[src/rtl/nrmc_pkg.sv]
// Shared constants, types and helper functions for the NMEA RMC position parser.
// No dependencies; every other file in rtl/ refers to this package by scoped names.
package nrmc_pkg;

  // Number format: unsigned value scaled by ten to the power FRAC_DIGITS
  localparam int FRAC_DIGITS = 5;
  localparam int VALUE_BITS  = 34;
  localparam int SUM_W       = VALUE_BITS + 4;
  localparam int POW_W       = 27;
  localparam int PROD_W      = POW_W + 4;
  localparam int CNT_W       = 4;

  localparam logic [CNT_W-1:0] CNT_MAX  = '1;
  localparam logic [CNT_W-1:0] FRAC_CNT = CNT_W'(FRAC_DIGITS);

  // Character codes
  localparam logic [7:0] CH_DOLLAR = 8'h24;
  localparam logic [7:0] CH_G      = 8'h47;
  localparam logic [7:0] CH_P      = 8'h50;
  localparam logic [7:0] CH_R      = 8'h52;
  localparam logic [7:0] CH_M      = 8'h4D;
  localparam logic [7:0] CH_C      = 8'h43;
  localparam logic [7:0] CH_COMMA  = 8'h2C;
  localparam logic [7:0] CH_A      = 8'h41;
  localparam logic [7:0] CH_V      = 8'h56;
  localparam logic [7:0] CH_POINT  = 8'h2E;
  localparam logic [7:0] CH_ZERO   = 8'h30;
  localparam logic [7:0] CH_NINE   = 8'h39;
  localparam logic [7:0] CH_NUL    = 8'h00;

  // Running state of one number field
  typedef struct packed {
    logic [VALUE_BITS-1:0] acc;
    logic [CNT_W-1:0]      frac_cnt;
    logic                  point_seen;
    logic                  stopped;
  } num_state_t;

  // One result beat
  typedef struct packed {
    logic                  valid_res;
    logic [VALUE_BITS-1:0] latitude_value;
    logic [VALUE_BITS-1:0] longitude_value;
  } res_t;

  // Powers of ten from one up to ten to the eighth; zero for any larger k
  function automatic logic [POW_W-1:0] pow_ten(input logic [CNT_W-1:0] k);
    logic [POW_W-1:0] p;
    case (k)
      4'd0:    p = POW_W'(1);
      4'd1:    p = POW_W'(10);
      4'd2:    p = POW_W'(100);
      4'd3:    p = POW_W'(1000);
      4'd4:    p = POW_W'(10000);
      4'd5:    p = POW_W'(100000);
      4'd6:    p = POW_W'(1000000);
      4'd7:    p = POW_W'(10000000);
      4'd8:    p = POW_W'(100000000);
      default: p = '0;
    endcase
    return p;
  endfunction

endpackage

[src/rtl/nrmc_if.sv]
// Handshake channels of the NMEA RMC position parser: received bytes and results.
// Depends on nrmc_pkg for the value width.
interface nrmc_byte_if;
  logic       valid;
  logic       ready;
  logic [7:0] rx_byte;

  modport source (output valid, output rx_byte, input ready);
  modport sink (input valid, input rx_byte, output ready);
endinterface

interface nrmc_res_if;
  logic                           valid;
  logic                           ready;
  logic                           valid_res;
  logic [nrmc_pkg::VALUE_BITS-1:0] latitude_value;
  logic [nrmc_pkg::VALUE_BITS-1:0] longitude_value;

  modport source (output valid, output valid_res, output latitude_value,
                  output longitude_value, input ready);
  modport sink (input valid, input valid_res, input latitude_value,
                input longitude_value, output ready);
endinterface

[src/rtl/nrmc_num_feed.sv]
// Next state of the decimal number accumulator for one received character.
// Depends on nrmc_pkg (num_state_t, pow_ten, character codes).
module nrmc_num_feed (
  input  nrmc_pkg::num_state_t cur,
  input  logic [7:0]           rx_byte,
  output nrmc_pkg::num_state_t nxt
);

  logic                             is_digit;
  logic [3:0]                       digit;
  logic [nrmc_pkg::CNT_W-1:0]       cnt_inc;
  logic [nrmc_pkg::CNT_W-1:0]       pow_sel;
  logic [nrmc_pkg::PROD_W-1:0]      addend;
  logic [nrmc_pkg::SUM_W-1:0]       base;
  logic [nrmc_pkg::SUM_W-1:0]       sum;
  logic [nrmc_pkg::VALUE_BITS-1:0]  sat;

  // Decode the character and pick the scale of this digit
  always_comb begin
    is_digit = (rx_byte >= nrmc_pkg::CH_ZERO) && (rx_byte <= nrmc_pkg::CH_NINE);
    digit    = rx_byte[3:0];
    cnt_inc  = (cur.frac_cnt < nrmc_pkg::CNT_MAX) ? cur.frac_cnt + 1'b1 : cur.frac_cnt;
    pow_sel  = cur.point_seen ? (nrmc_pkg::FRAC_CNT - cnt_inc) : nrmc_pkg::FRAC_CNT;
    addend   = nrmc_pkg::PROD_W'(digit) * nrmc_pkg::PROD_W'(nrmc_pkg::pow_ten(pow_sel));
    base     = cur.point_seen ? nrmc_pkg::SUM_W'(cur.acc)
                              : (nrmc_pkg::SUM_W'(cur.acc) << 3) + (nrmc_pkg::SUM_W'(cur.acc) << 1);
    sum      = base + nrmc_pkg::SUM_W'(addend);
    // Saturate at the top of the value range
    sat      = (sum[nrmc_pkg::SUM_W-1:nrmc_pkg::VALUE_BITS] != '0) ? '1
                                                               : sum[nrmc_pkg::VALUE_BITS-1:0];
  end

  // Advance the number state
  always_comb begin
    nxt = cur;
    if (!cur.stopped) begin
      if (is_digit) begin
        if (!cur.point_seen) begin
          nxt.acc = sat;
        end else begin
          nxt.frac_cnt = cnt_inc;
          if (cnt_inc <= nrmc_pkg::FRAC_CNT) begin
            nxt.acc = sat;
          end
        end
      end else if (rx_byte == nrmc_pkg::CH_POINT && !cur.point_seen) begin
        nxt.point_seen = 1'b1;
      end else begin
        nxt.stopped = 1'b1;
      end
    end
  end

endmodule

[src/rtl/nrmc_parse_core.sv]
// Sentence sequencer: header match, field skipping, number capture and result register.
// Depends on nrmc_pkg and nrmc_num_feed.
module nrmc_parse_core (
  input  logic                 clk,
  input  logic                 rst,
  input  logic                 in_valid,
  input  logic [7:0]           in_byte,
  input  logic                 out_ready,
  output logic                 step,
  output logic                 out_valid,
  output nrmc_pkg::res_t       res
);

  typedef enum logic [4:0] {
    P_IDLE, P_G, P_P, P_R, P_M, P_C, P_COMMA1, P_TIME_FIRST, P_TIME_SKIP,
    P_STATUS, P_COMMA2, P_LAT, P_SKIP1, P_SKIP2, P_LON
  } pos_t;

  pos_t                            pos, pos_next;
  nrmc_pkg::num_state_t            num, num_next, num_fed;
  logic [nrmc_pkg::VALUE_BITS-1:0] held_lat, held_lat_next;
  logic                            emit, emit_ok;
  logic                            field_end;

  localparam nrmc_pkg::num_state_t NUM_CLEAR = '0;

  nrmc_num_feed u_num_feed (
    .cur     (num),
    .rx_byte (in_byte),
    .nxt     (num_fed)
  );

  // Take a byte whenever the result register has room for its outcome
  assign step      = in_valid && (!out_valid || out_ready);
  assign field_end = (in_byte == nrmc_pkg::CH_COMMA) || (in_byte == nrmc_pkg::CH_NUL);

  // Work out the next parse position and whether a result leaves
  always_comb begin
    pos_next      = pos;
    num_next      = num;
    held_lat_next = held_lat;
    emit          = 1'b0;
    emit_ok       = 1'b0;
    case (pos)
      P_G:          if (in_byte == nrmc_pkg::CH_G) pos_next = P_P; else emit = 1'b1;
      P_P:          if (in_byte == nrmc_pkg::CH_P) pos_next = P_R; else emit = 1'b1;
      P_R:          if (in_byte == nrmc_pkg::CH_R) pos_next = P_M; else emit = 1'b1;
      P_M:          if (in_byte == nrmc_pkg::CH_M) pos_next = P_C; else emit = 1'b1;
      P_C:          if (in_byte == nrmc_pkg::CH_C) pos_next = P_COMMA1; else emit = 1'b1;
      P_COMMA1: begin
        if (in_byte == nrmc_pkg::CH_COMMA) pos_next = P_TIME_FIRST;
        else emit = 1'b1;
      end
      P_TIME_FIRST: begin
        if (in_byte == nrmc_pkg::CH_COMMA) emit = 1'b1;
        else pos_next = P_TIME_SKIP;
      end
      P_TIME_SKIP: begin
        if (in_byte == nrmc_pkg::CH_COMMA) pos_next = P_STATUS;
      end
      P_STATUS: begin
        if (in_byte == nrmc_pkg::CH_A || in_byte == nrmc_pkg::CH_V) pos_next = P_COMMA2;
        else emit = 1'b1;
      end
      P_COMMA2: begin
        if (in_byte == nrmc_pkg::CH_COMMA) begin
          num_next = NUM_CLEAR;
          pos_next = P_LAT;
        end else begin
          emit = 1'b1;
        end
      end
      P_LAT: begin
        if (field_end) begin
          held_lat_next = num.acc;
          num_next      = NUM_CLEAR;
          pos_next      = P_SKIP1;
        end else begin
          num_next = num_fed;
        end
      end
      P_SKIP1:      pos_next = P_SKIP2;
      P_SKIP2: begin
        num_next = NUM_CLEAR;
        pos_next = P_LON;
      end
      P_LON: begin
        if (field_end) begin
          emit    = 1'b1;
          emit_ok = 1'b1;
        end else begin
          num_next = num_fed;
        end
      end
      default: begin
        if (in_byte == nrmc_pkg::CH_DOLLAR) pos_next = P_G;
        else emit = 1'b1;
      end
    endcase
    // Any result ends the attempt
    if (emit) begin
      pos_next = P_IDLE;
      num_next = NUM_CLEAR;
    end
  end

  // Hold parse state and the result register
  always_ff @(posedge clk) begin
    if (rst) begin
      pos       <= P_IDLE;
      num       <= NUM_CLEAR;
      held_lat  <= '0;
      out_valid <= 1'b0;
    end else begin
      if (step) begin
        pos       <= pos_next;
        num       <= num_next;
        held_lat  <= held_lat_next;
        out_valid <= emit;
        if (emit) begin
          res.valid_res       <= emit_ok;
          res.latitude_value  <= emit_ok ? held_lat : '0;
          res.longitude_value <= emit_ok ? num.acc : '0;
        end
      end else if (out_ready) begin
        out_valid <= 1'b0;
      end
    end
  end

endmodule

[src/rtl/nmea_rmc_position_parser.sv]
// NMEA RMC position parser: one received byte per beat in, at most one result per byte.
// A result is held in the result register once the byte that completes it has passed the input register.
// Throughput: one byte per cycle, held back only while a result waits at the output.
// Reset (rst, synchronous, active high) returns to idle, awaiting a dollar sign,
// and empties the input and result registers.
// Depends on nrmc_pkg, nrmc_if and nrmc_parse_core.
module nmea_rmc_position_parser (
  input  logic              clk,
  input  logic              rst,
  nrmc_byte_if.sink         rx_in,
  nrmc_res_if.source        res_out
);

  logic           in_valid;
  logic [7:0]     in_byte;
  logic           step;
  logic           out_valid;
  nrmc_pkg::res_t res;

  // Input register: refill as the held byte is consumed
  assign rx_in.ready = !in_valid || step;

  always_ff @(posedge clk) begin
    if (rst) begin
      in_valid <= 1'b0;
    end else if (rx_in.valid && rx_in.ready) begin
      in_valid <= 1'b1;
      in_byte  <= rx_in.rx_byte;
    end else if (step) begin
      in_valid <= 1'b0;
    end
  end

  nrmc_parse_core u_core (
    .clk       (clk),
    .rst       (rst),
    .in_valid  (in_valid),
    .in_byte   (in_byte),
    .out_ready (res_out.ready),
    .step      (step),
    .out_valid (out_valid),
    .res       (res)
  );

  assign res_out.valid           = out_valid;
  assign res_out.valid_res       = res.valid_res;
  assign res_out.latitude_value  = res.latitude_value;
  assign res_out.longitude_value = res.longitude_value;

endmodule

[src/flat_wrapper.sv]
// flat-port wrapper written by rule: the top's interface ports become plain ports
module nmea_rmc_position_parser_flat 
  (clk, rst, rx_in_valid, rx_in_rx_byte, rx_in_ready, res_out_valid, res_out_valid_res, res_out_latitude_value, res_out_longitude_value, res_out_ready);
  nrmc_byte_if rx_in_i ();
  nrmc_res_if res_out_i ();
  input  logic clk;
  input  logic rst;
  input wire logic [$bits(rx_in_i.valid)-1:0] rx_in_valid;
  input wire logic [$bits(rx_in_i.rx_byte)-1:0] rx_in_rx_byte;
  output wire logic [$bits(rx_in_i.ready)-1:0] rx_in_ready;
  output wire logic [$bits(res_out_i.valid)-1:0] res_out_valid;
  output wire logic [$bits(res_out_i.valid_res)-1:0] res_out_valid_res;
  output wire logic [$bits(res_out_i.latitude_value)-1:0] res_out_latitude_value;
  output wire logic [$bits(res_out_i.longitude_value)-1:0] res_out_longitude_value;
  input wire logic [$bits(res_out_i.ready)-1:0] res_out_ready;
  assign rx_in_i.valid = rx_in_valid;
  assign rx_in_i.rx_byte = rx_in_rx_byte;
  assign rx_in_ready = rx_in_i.ready;
  assign res_out_valid = res_out_i.valid;
  assign res_out_valid_res = res_out_i.valid_res;
  assign res_out_latitude_value = res_out_i.latitude_value;
  assign res_out_longitude_value = res_out_i.longitude_value;
  assign res_out_i.ready = res_out_ready;
  nmea_rmc_position_parser u_core (.clk(clk), .rst(rst), .rx_in(rx_in_i), .res_out(res_out_i));
endmodule
[config.mk]
export PLATFORM = sky130hd
export DESIGN_NAME = nmea_rmc_position_parser_flat
export DESIGN_NICKNAME = d
export VERILOG_FILES = /design/src/rtl/nrmc_pkg.sv /design/src/rtl/nrmc_if.sv /design/src/rtl/nrmc_num_feed.sv /design/src/rtl/nrmc_parse_core.sv /design/src/rtl/nmea_rmc_position_parser.sv /design/src/flat_wrapper.sv
export SDC_FILE = /design/constraint.sdc
export NUM_CORES = 1
export LEC_CHECK = 0
export ABC_CLOCK_PERIOD_IN_PS = 22400
export CAP_MARGIN = 0
export CORE_UTILIZATION = 60
export DETAILED_ROUTE_END_ITERATION = 10
export DONT_BUFFER_PORTS = 1
export GPL_ROUTABILITY_DRIVEN = 0
export PLACE_DENSITY = 0.88
export REMOVE_ABC_BUFFERS = 1
export SLEW_MARGIN = 20
export SYNTH_ARGS = -nofsm -noshare
export SYNTH_HDL_FRONTEND = slang
export SYNTH_SLANG_ARGS = --single-unit
[constraint.sdc]
create_clock -name clk -period 22.4 [get_ports clk]
set_clock_uncertainty 0.1 [all_clocks]
set_input_delay 1.12 -clock clk [delete_from_list [all_inputs] [get_ports clk]]
set_output_delay 1.12 -clock clk [all_outputs]
set_load 0.05 [all_outputs]
# After elaboration in Yosys (flattened, before gate mapping)
# Memory sizes are Yosys's and may differ from the RTL's.
# Index checks and enable logic that the tools add are counted.
[classes]
magnitude_cmp = 4
n_eq_ne = 37
muxes = 47
n_addsub = 4
n_mul = 1
bitwise_logic = 1
reduce_logical = 24
[op_table]
columns = ["op", "n"]
rows = [
  ["40-bit two-way mux", 5],
  ["40-bit case mux with 4 select lines", 1],
  ["34-bit two-way mux", 3],
  ["38-bit two-way mux", 2],
  ["5-bit case mux with 14 select lines", 1],
  ["5-bit two-way mux", 13],
  ["8-bit by 7-bit equality test with 1-bit output (second input constant)", 7],
  ["37-bit by 35-bit adder with 38-bit output", 1],
  ["38-bit by 31-bit adder with 38-bit output", 1],
  ["3-bit != test (second input constant)", 12],
  ["5-bit by 4-bit equality test with 1-bit output (second input constant)", 7],
  ["4-bit by 27-bit multiplier with 31-bit output", 1],
  ["8-bit by 6-bit equality test with 1-bit output (second input constant)", 3],
  ["5-bit by 3-bit equality test with 1-bit output (second input constant)", 4],
  ["1-bit two-way mux", 17],
  ["15-bit nonzero test", 1],
  ["14-bit AND reduction", 1],
  ["4-bit two-way mux", 3],
  ["5-bit by 2-bit equality test with 1-bit output (second input constant)", 2],
  ["1-bit case mux with 10 select lines", 1],
  ["8-bit by 6-bit >= comparator with 1-bit output (second input constant)", 1],
  ["8-bit by 6-bit less-or-equal comparator with 1-bit output (second input constant)", 1],
  ["8-bit logical NOT", 1],
  ["3-bit AND reduction", 2],
  ["other kinds (18)", 27],
]
[totals]
reg_bits = 158
rom_bits = 400
mem_count = 1
inputBits = 12
word_cells = 131
out_inout_bits = 71
[mem_list]
columns = ["name", "words", "word_bits", "read_ports", "rd_ports_with_merged_regs", "write_ports", "line", "text"]
rows = [
  ["(name not given)", 16, 25, 1, 0, 0, "nrmc_pkg.sv:49", "case (k)"],
]

# Logic depth before layout (Yosys ltp)
# An unclocked memory read counts as a cell.
[logic_depth]
word_depth = 16
depth_mapped = 31
depth_no_buf = 30

# By module
# Synthesis repeated with hierarchy kept, for this count alone.
[unflattened]
hier_cells = 1510
hier_area_um2 = 13255.2
[modules_own_cells]
columns = ["mod", "n_inst", "seq_area_each_um2", "area_each_um2", "cells_per_inst"]
rows = [
  ["nrmc_num_feed", 1, 0.0, 7265.7, 1006],
  ["nrmc_parse_core", 1, 3653.5, 5694.2, 491],
  ["nmea_rmc_position_parser", 1, 260.2, 295.3, 13],
]

# Least setup slack after synthesis
# Ideal clock, no wire load.
[synth_path]
kind = "flip-flop to flip-flop"
startpoint = "register u_core.in_byte[4]"
endpoint = "register u_core.u_core.res[0] (netlist name)"
setup_slack_ns = 15.204
path_stages_with_launch = 10
arrival_ns = 6.513
required_time_ns = 21.718
n_path_buf = 2
synth_period_minus_slack_ns = 7.196
setup_time_ns = 0.582
path_cell_list = "edfxtp_1 -> buf_2 -> and3b_1 -> nand3_1 -> a221oi_1 -> o221ai_1 -> o31ai_1 -> o41ai_2 -> clkbuf_1 -> nor3_1"
[synth_via]
elab_chain_len = 5
word_cells_on_any_way = 24
classes_between = "9 x eq/ne; 11 x mux; 4 x reduce/logical"
[synth_rtl]
columns = ["element", "line", "text"]
rows = [
  ["from (decl)", "nmea_rmc_position_parser.sv:15", "logic [7:0] in_byte;"],
  ["from (signal assigned)", "nmea_rmc_position_parser.sv:28", "in_byte <= rx_in.rx_byte;"],
  ["8-bit by 6-bit equality test with 1-bit output, or another cell as far along", "n/a", ""],
  ["1-bit logical OR (on tied branches)", "nrmc_parse_core.sv:35, nrmc_parse_core.sv:62", ""],
  ["1-bit two-way mux (on tied branches)", "nrmc_parse_core.sv:88, nrmc_parse_core.sv:62", ""],
  ["1-bit case mux with 10 select lines (*)", "nrmc_parse_core.sv:44", "case (pos)"],
  ["3-bit AND reduction (no source line) (*)", "n/a", ""],
]
# Every way passes the cells marked *; elsewhere a longest branch is shown, timed or not.
# A chain may end at the register's enable or synchronous reset.

# Worst setup path after layout
[layout_path]
startpoint = "register u_core.u_core.num[2] (netlist name)"
endpoint = "register u_core.u_core.num[8] (netlist name)"
[layout_via]
elab_chain_len = 16
word_cells_on_any_way = 19
classes_between = "3 x add/sub; 1 x mul; 2 x order compare; 11 x mux; 1 x reduce/logical; 1 x memory"
[layout_rtl]
columns = ["element", "line", "text"]
rows = [
  ["from (decl)", "nrmc_parse_core.sv:20", "nrmc_pkg::num_state_t num, num_next, num_fed;"],
  ["from (signal assigned)", "nrmc_parse_core.sv:117", "num <= num_next;"],
  ["4-bit by 1-bit adder with 4-bit output / 4-bit less-than comparator (equally long branches)", "nrmc_num_feed.sv:22", "cnt_inc = (cur.frac_cnt < nrmc_pkg::CNT_MAX) ? cur.frac_cnt + 1'b1 : cur.frac_cnt;"],
  ["4-bit two-way mux (*)", "nrmc_num_feed.sv:22", ""],
  ["3-bit by 4-bit subtractor with 4-bit output", "nrmc_num_feed.sv:23", "pow_sel = cur.point_seen ? (nrmc_pkg::FRAC_CNT - cnt_inc) : nrmc_pkg::FRAC_CNT;"],
  ["4-bit two-way mux", "nrmc_num_feed.sv:23", ""],
  ["memory read 16 x 25 bit", "n/a", ""],
  ["4-bit by 27-bit multiplier with 31-bit output", "nrmc_num_feed.sv:24", "addend = nrmc_pkg::PROD_W'(digit) * nrmc_pkg::PROD_W'(nrmc_pkg::pow_ten(pow_sel));"],
  ["38-bit by 31-bit adder with 38-bit output", "nrmc_num_feed.sv:27", "sum = base + nrmc_pkg::SUM_W'(addend);"],
  ["4-bit nonzero test", "nrmc_num_feed.sv:29", "sat = (sum[nrmc_pkg::SUM_W-1:nrmc_pkg::VALUE_BITS] != '0) ? '1"],
  ["34-bit two-way mux", "nrmc_num_feed.sv:29", ""],
  ["34-bit two-way mux", "nrmc_num_feed.sv:42", "if (cnt_inc <= nrmc_pkg::FRAC_CNT) begin"],
  ["34-bit two-way mux (*)", "nrmc_num_feed.sv:38", "if (!cur.point_seen) begin"],
  ["38-bit two-way mux (*)", "nrmc_num_feed.sv:37", "if (is_digit) begin"],
  ["40-bit two-way mux (*)", "nrmc_num_feed.sv:36", "if (!cur.stopped) begin"],
  ["40-bit two-way mux (on tied branches)", "nrmc_parse_core.sv:88, nrmc_parse_core.sv:74", ""],
  ["40-bit case mux with 4 select lines (*)", "nrmc_parse_core.sv:44", ""],
  ["40-bit two-way mux (*)", "nrmc_parse_core.sv:101", "if (emit) begin"],
]
# Every way passes the cells marked *; elsewhere a longest branch is shown, timed or not. The select of a mux whose other input is x is not followed.

==> results.md <==
- Result of the run: completed
- Count of port buffers added during placement: 0
- # IOs: 83
- Number of synthesis warnings: 0
- Cts repair resizes: 0
- Total negative setup slack: 0 ns
- Number of different library cells in the post-synthesis netlist: 76
- Slew Viols, Final: 0
- Source of the critical timing path: u_core.u_core.num[2]
- Startpoint of the tightest hold check path: u_core.u_core.held_lat[30]
- Clock transition time at the flip-flop clock pins of the worst setup and hold paths: 0.07 ns
- Core Area: 20,400 sq um
- Initial Util: 0.617
- Clock buffer depth: 2
- Global-route congestion overflow total: 0
- Fin worst setup slack: 13.90 ns
- Total global-route track usage: 0.290
- Crit path launch type: flop
- # setup viols final: 0
- Post-CTS Setup Inserts: 0
- Kind of path behind the tightest hold check: flop to flop
- Antenna violations before repair: 0
- WHS Path Cells: 2
- Cell Count Post-Placement: 1,662
- Hold-fix buffer count after cts: 0
- Antenna diodes: 0
- Maxcap violations: 0
- Endpoints failing hold: 0
- Die Y: 147 um
- Mean Syn Cell Area: 8.72 sq um
- Clock insertion delay at the later pin of the skew report: 0.45 ns
- Number of clock sinks: 157
- Maximum level of the CTS H-tree: 4
- Number of routed nets with antenna violations: 0
- Number of buffers added by the clock tree synthesis step: 17
- Minimum clock period after layout: 8.50 ns
- Total half-perimeter wirelength after legalization and detailed placement: 21,800 um
- Number of global-route vias before repair: 10,300
- Biggest area consumer among synthesized cells: sky130_fd_sc_hd__edfxtp_1
- Type of the worst setup path: flop to flop
- Sequential-to-total area share from yosys stat: 0.310
- Number of synthesized register bits: between 150 and 200
- Critical path peak fanout: 34
- Vias: 10,600
- Starting DRT DRC Count: 930
- Pre-CTS setup slack: 14.19 ns
- Die ar.: 21,600 sq um
- Fraction of synthesized cell area taken by the top area cell type: 0.183
- TritonRoute pass-1 iters: 5
- Final critical-path share of the clock period: 0.379
- Headroom to the max-slew limit: 0.419
- PD cells: 47.7 nW/um^2
- Non-Filler Instances: 1,694
- VDD IR-drop max: 0.0515 mV
- Die W: 147 um
- Final core occ: 0.651
- Total Routed Length: slightly above 30,000 um
- Arrival time at the worst endpoint: 8.68 ns
- Leakage power figure: 5.74 nW
- Post-layout nets: 1,579
- Highest Clock Rate: 118 MHz
- Remaining design rule violation count: 0
- Most used DFF post-synth: sky130_fd_sc_hd__dfxtp_1
- Tot Pwr: 0.635 mW
- Top cells by area, synth: sky130_fd_sc_hd__edfxtp_1, sky130_fd_sc_hd__dfxtp_1, sky130_fd_sc_hd__fa_1
- Cell count after synthesis: approximately 1,400
- Req. time, crit path: 22.59 ns
- Maximum number of pins on one net before global-route repair: 70
- Global-route wire length before repair: 50,200 um
- Cells on worst reg2reg path: 27
- Vias per inst: 6.24
- Share of final-layout standard cells stronger than drive strength 1: 0.0527
- Detail-routed net length per standard cell: 18.2 um
- Site row count: 52
- Root Buffer Master: sky130_fd_sc_hd__clkbuf_16
- Worst Tran Pin Value: 0.863 ns
- Post-synth EDFFs: 77
- Layout overhead on the synthesized area: 5.55%
- Synth Cell Area: 12,600 sq um
- Critical path endpoint category: flop
- Setup repair after global routing missed its margin: no
- Beginning of the worst register-to-register path: u_core.u_core.num[2]
- TritonCTS clock tree: built
- Share of synthesized registers carrying an async set or reset: 0
[worst max-delay path, stage by stage (launching register included)]
cell and delay [ns]:
sky130_fd_sc_hd__dfxtp_1 0.42, sky130_fd_sc_hd__ha_1 0.24, sky130_fd_sc_hd__nand3_1 0.15, sky130_fd_sc_hd__mux2_2 0.36, sky130_fd_sc_hd__ha_1 0.22, sky130_fd_sc_hd__xor2_1 0.48, sky130_fd_sc_hd__nand2_1 0.25, sky130_fd_sc_hd__nand2_1 0.35
sky130_fd_sc_hd__and2_1 0.21, sky130_fd_sc_hd__a21oi_1 0.10, sky130_fd_sc_hd__nor2_1 0.23, sky130_fd_sc_hd__fa_1 0.45, sky130_fd_sc_hd__fa_1 0.54, sky130_fd_sc_hd__inv_1 0.05, sky130_fd_sc_hd__fa_1 0.53, sky130_fd_sc_hd__inv_1 0.05
sky130_fd_sc_hd__ha_1 0.35, sky130_fd_sc_hd__and4_1 0.21, sky130_fd_sc_hd__nand3_1 0.12, sky130_fd_sc_hd__o221ai_1 0.16, sky130_fd_sc_hd__o311ai_0 0.60, sky130_fd_sc_hd__a21boi_1 0.26, sky130_fd_sc_hd__a31o_2 0.30, sky130_fd_sc_hd__a221o_1 0.36
sky130_fd_sc_hd__nand3_1 0.13, sky130_fd_sc_hd__o211ai_1 0.14, sky130_fd_sc_hd__a22oi_4 0.76, sky130_fd_sc_hd__o21ai_0 0.19
[cell type report]
class,instances,area (sq um)
clock buffer,18,429
tap,270,338
timing repair buffer,10,75.1
multi-input combinational,1091,7920
clock inverter,14,124
inverter,134,503
fill,1551,7120
sequential,157,3920
[cells in the mapped netlist (8+ instances only)]
cell type / number
sky130_fd_sc_hd__nand2_1: 150
sky130_fd_sc_hd__a21oi_1: 135
sky130_fd_sc_hd__inv_1: 131
sky130_fd_sc_hd__and2_1: 93
sky130_fd_sc_hd__o21ai_0: 93
sky130_fd_sc_hd__nor2_1: 88
sky130_fd_sc_hd__ha_1: 84
sky130_fd_sc_hd__dfxtp_1: 80
sky130_fd_sc_hd__edfxtp_1: 77
sky130_fd_sc_hd__fa_1: 72
sky130_fd_sc_hd__clkbuf_1: 47
sky130_fd_sc_hd__xnor2_1: 31
sky130_fd_sc_hd__nand3_1: 30
sky130_fd_sc_hd__xor2_1: 30
sky130_fd_sc_hd__a22oi_1: 26
sky130_fd_sc_hd__and3_1: 26
sky130_fd_sc_hd__nor3_1: 21
sky130_fd_sc_hd__a21o_1: 20
sky130_fd_sc_hd__a31oi_1: 19
sky130_fd_sc_hd__nor2b_1: 17
sky130_fd_sc_hd__nand2b_1: 14
sky130_fd_sc_hd__buf_2: 10
sky130_fd_sc_hd__nand4_1: 10
sky130_fd_sc_hd__a211oi_1: 9
sky130_fd_sc_hd__o21bai_1: 9
sky130_fd_sc_hd__or2_2: 9
sky130_fd_sc_hd__mux2i_1: 8
[through the flow]
stage,hold slack (ns),cell area [sq um]
detailed placement,0.336,12800
finish,0.344,13300
global route,0.361,13300
CTS,0.346,13300
global placement,0.331,12800
floorplan,0.326,12300
[final timing paths]
kind,to,slack (ns)
worst max-delay path,u_core.u_core.num[8],13.90
worst min-delay path,u_core.u_core.held_lat[30],0.34
worst max register to register,u_core.u_core.num[8],13.90
worst min register to register,u_core.u_core.held_lat[30],0.34
[power breakdown]
part | switching, mW | internal [mW] | leakage (nW)
Combinational | 0.0237 | 0.0138 | 4.08
Sequential | 0.0125 | 0.304 | 1.40
Clock | 0.136 | 0.146 | 0.268
[cells in the final DEF, fill, tap and decap left out, drive strengths merged, types with 5 or more instances in the layout]
master	synthesis	routed
ha	84	84
nand2b	14	14
a21oi	136	136
nand2	150	150
nor3	21	21
fa	72	72
edfxtp	77	77
a22oi	27	27
o21ai	101	101
and2	93	93
or2	10	10
clkinv	2	6
nor4	7	7
a211oi	10	10
inv	132	140
nor2	88	88
nor2b	17	17
nand4	10	10
buf	16	10
mux2i	8	8
clkbuf	48	18
o21bai	9	9
xnor2	31	31
dfxtp	80	80
a31oi	19	19
a21o	21	21
nand3	30	30
and3	26	26
xor2	30	30
o211ai	6	6
o21a	5	5
[registers in the layout, summed over array words and instances (netlist names)]
register	count
u_core.u_core.num	40
u_core.u_core.pos	4
u_core.in_valid	1
u_core.u_core.res	69
u_core.u_core.held_lat	34
u_core.u_core.out_valid	1
u_core.in_byte	8
[kinds of logic after synthesis]
| logic type | Yosys count | synth area share |
|---|---|---|
| XOR/XNOR | 61 | 0.0424 |
| AND/OR/NAND/NOR | 486 | 0.193 |
| adder cells (fa/ha/maj) | 156 | 0.198 |
| multiplexers | 11 | 0.00992 |
| buffers and inverters | 198 | 0.0624 |
| AO/OA/AOI/OAI | 377 | 0.184 |
| flip-flops | 157 | 0.310 |
[per-layer routing]
metal  global-route usage  vias to the layer above  wire (um)
li1                     -                     4942          -
met1                0.364                     4986      12400
met2                0.495                      549      14900
met3               0.0444                       93       2490
met4                0.128                        0       1050
met5                    0                        -          0
Note: power is estimated with default switching activity, not from simulation.
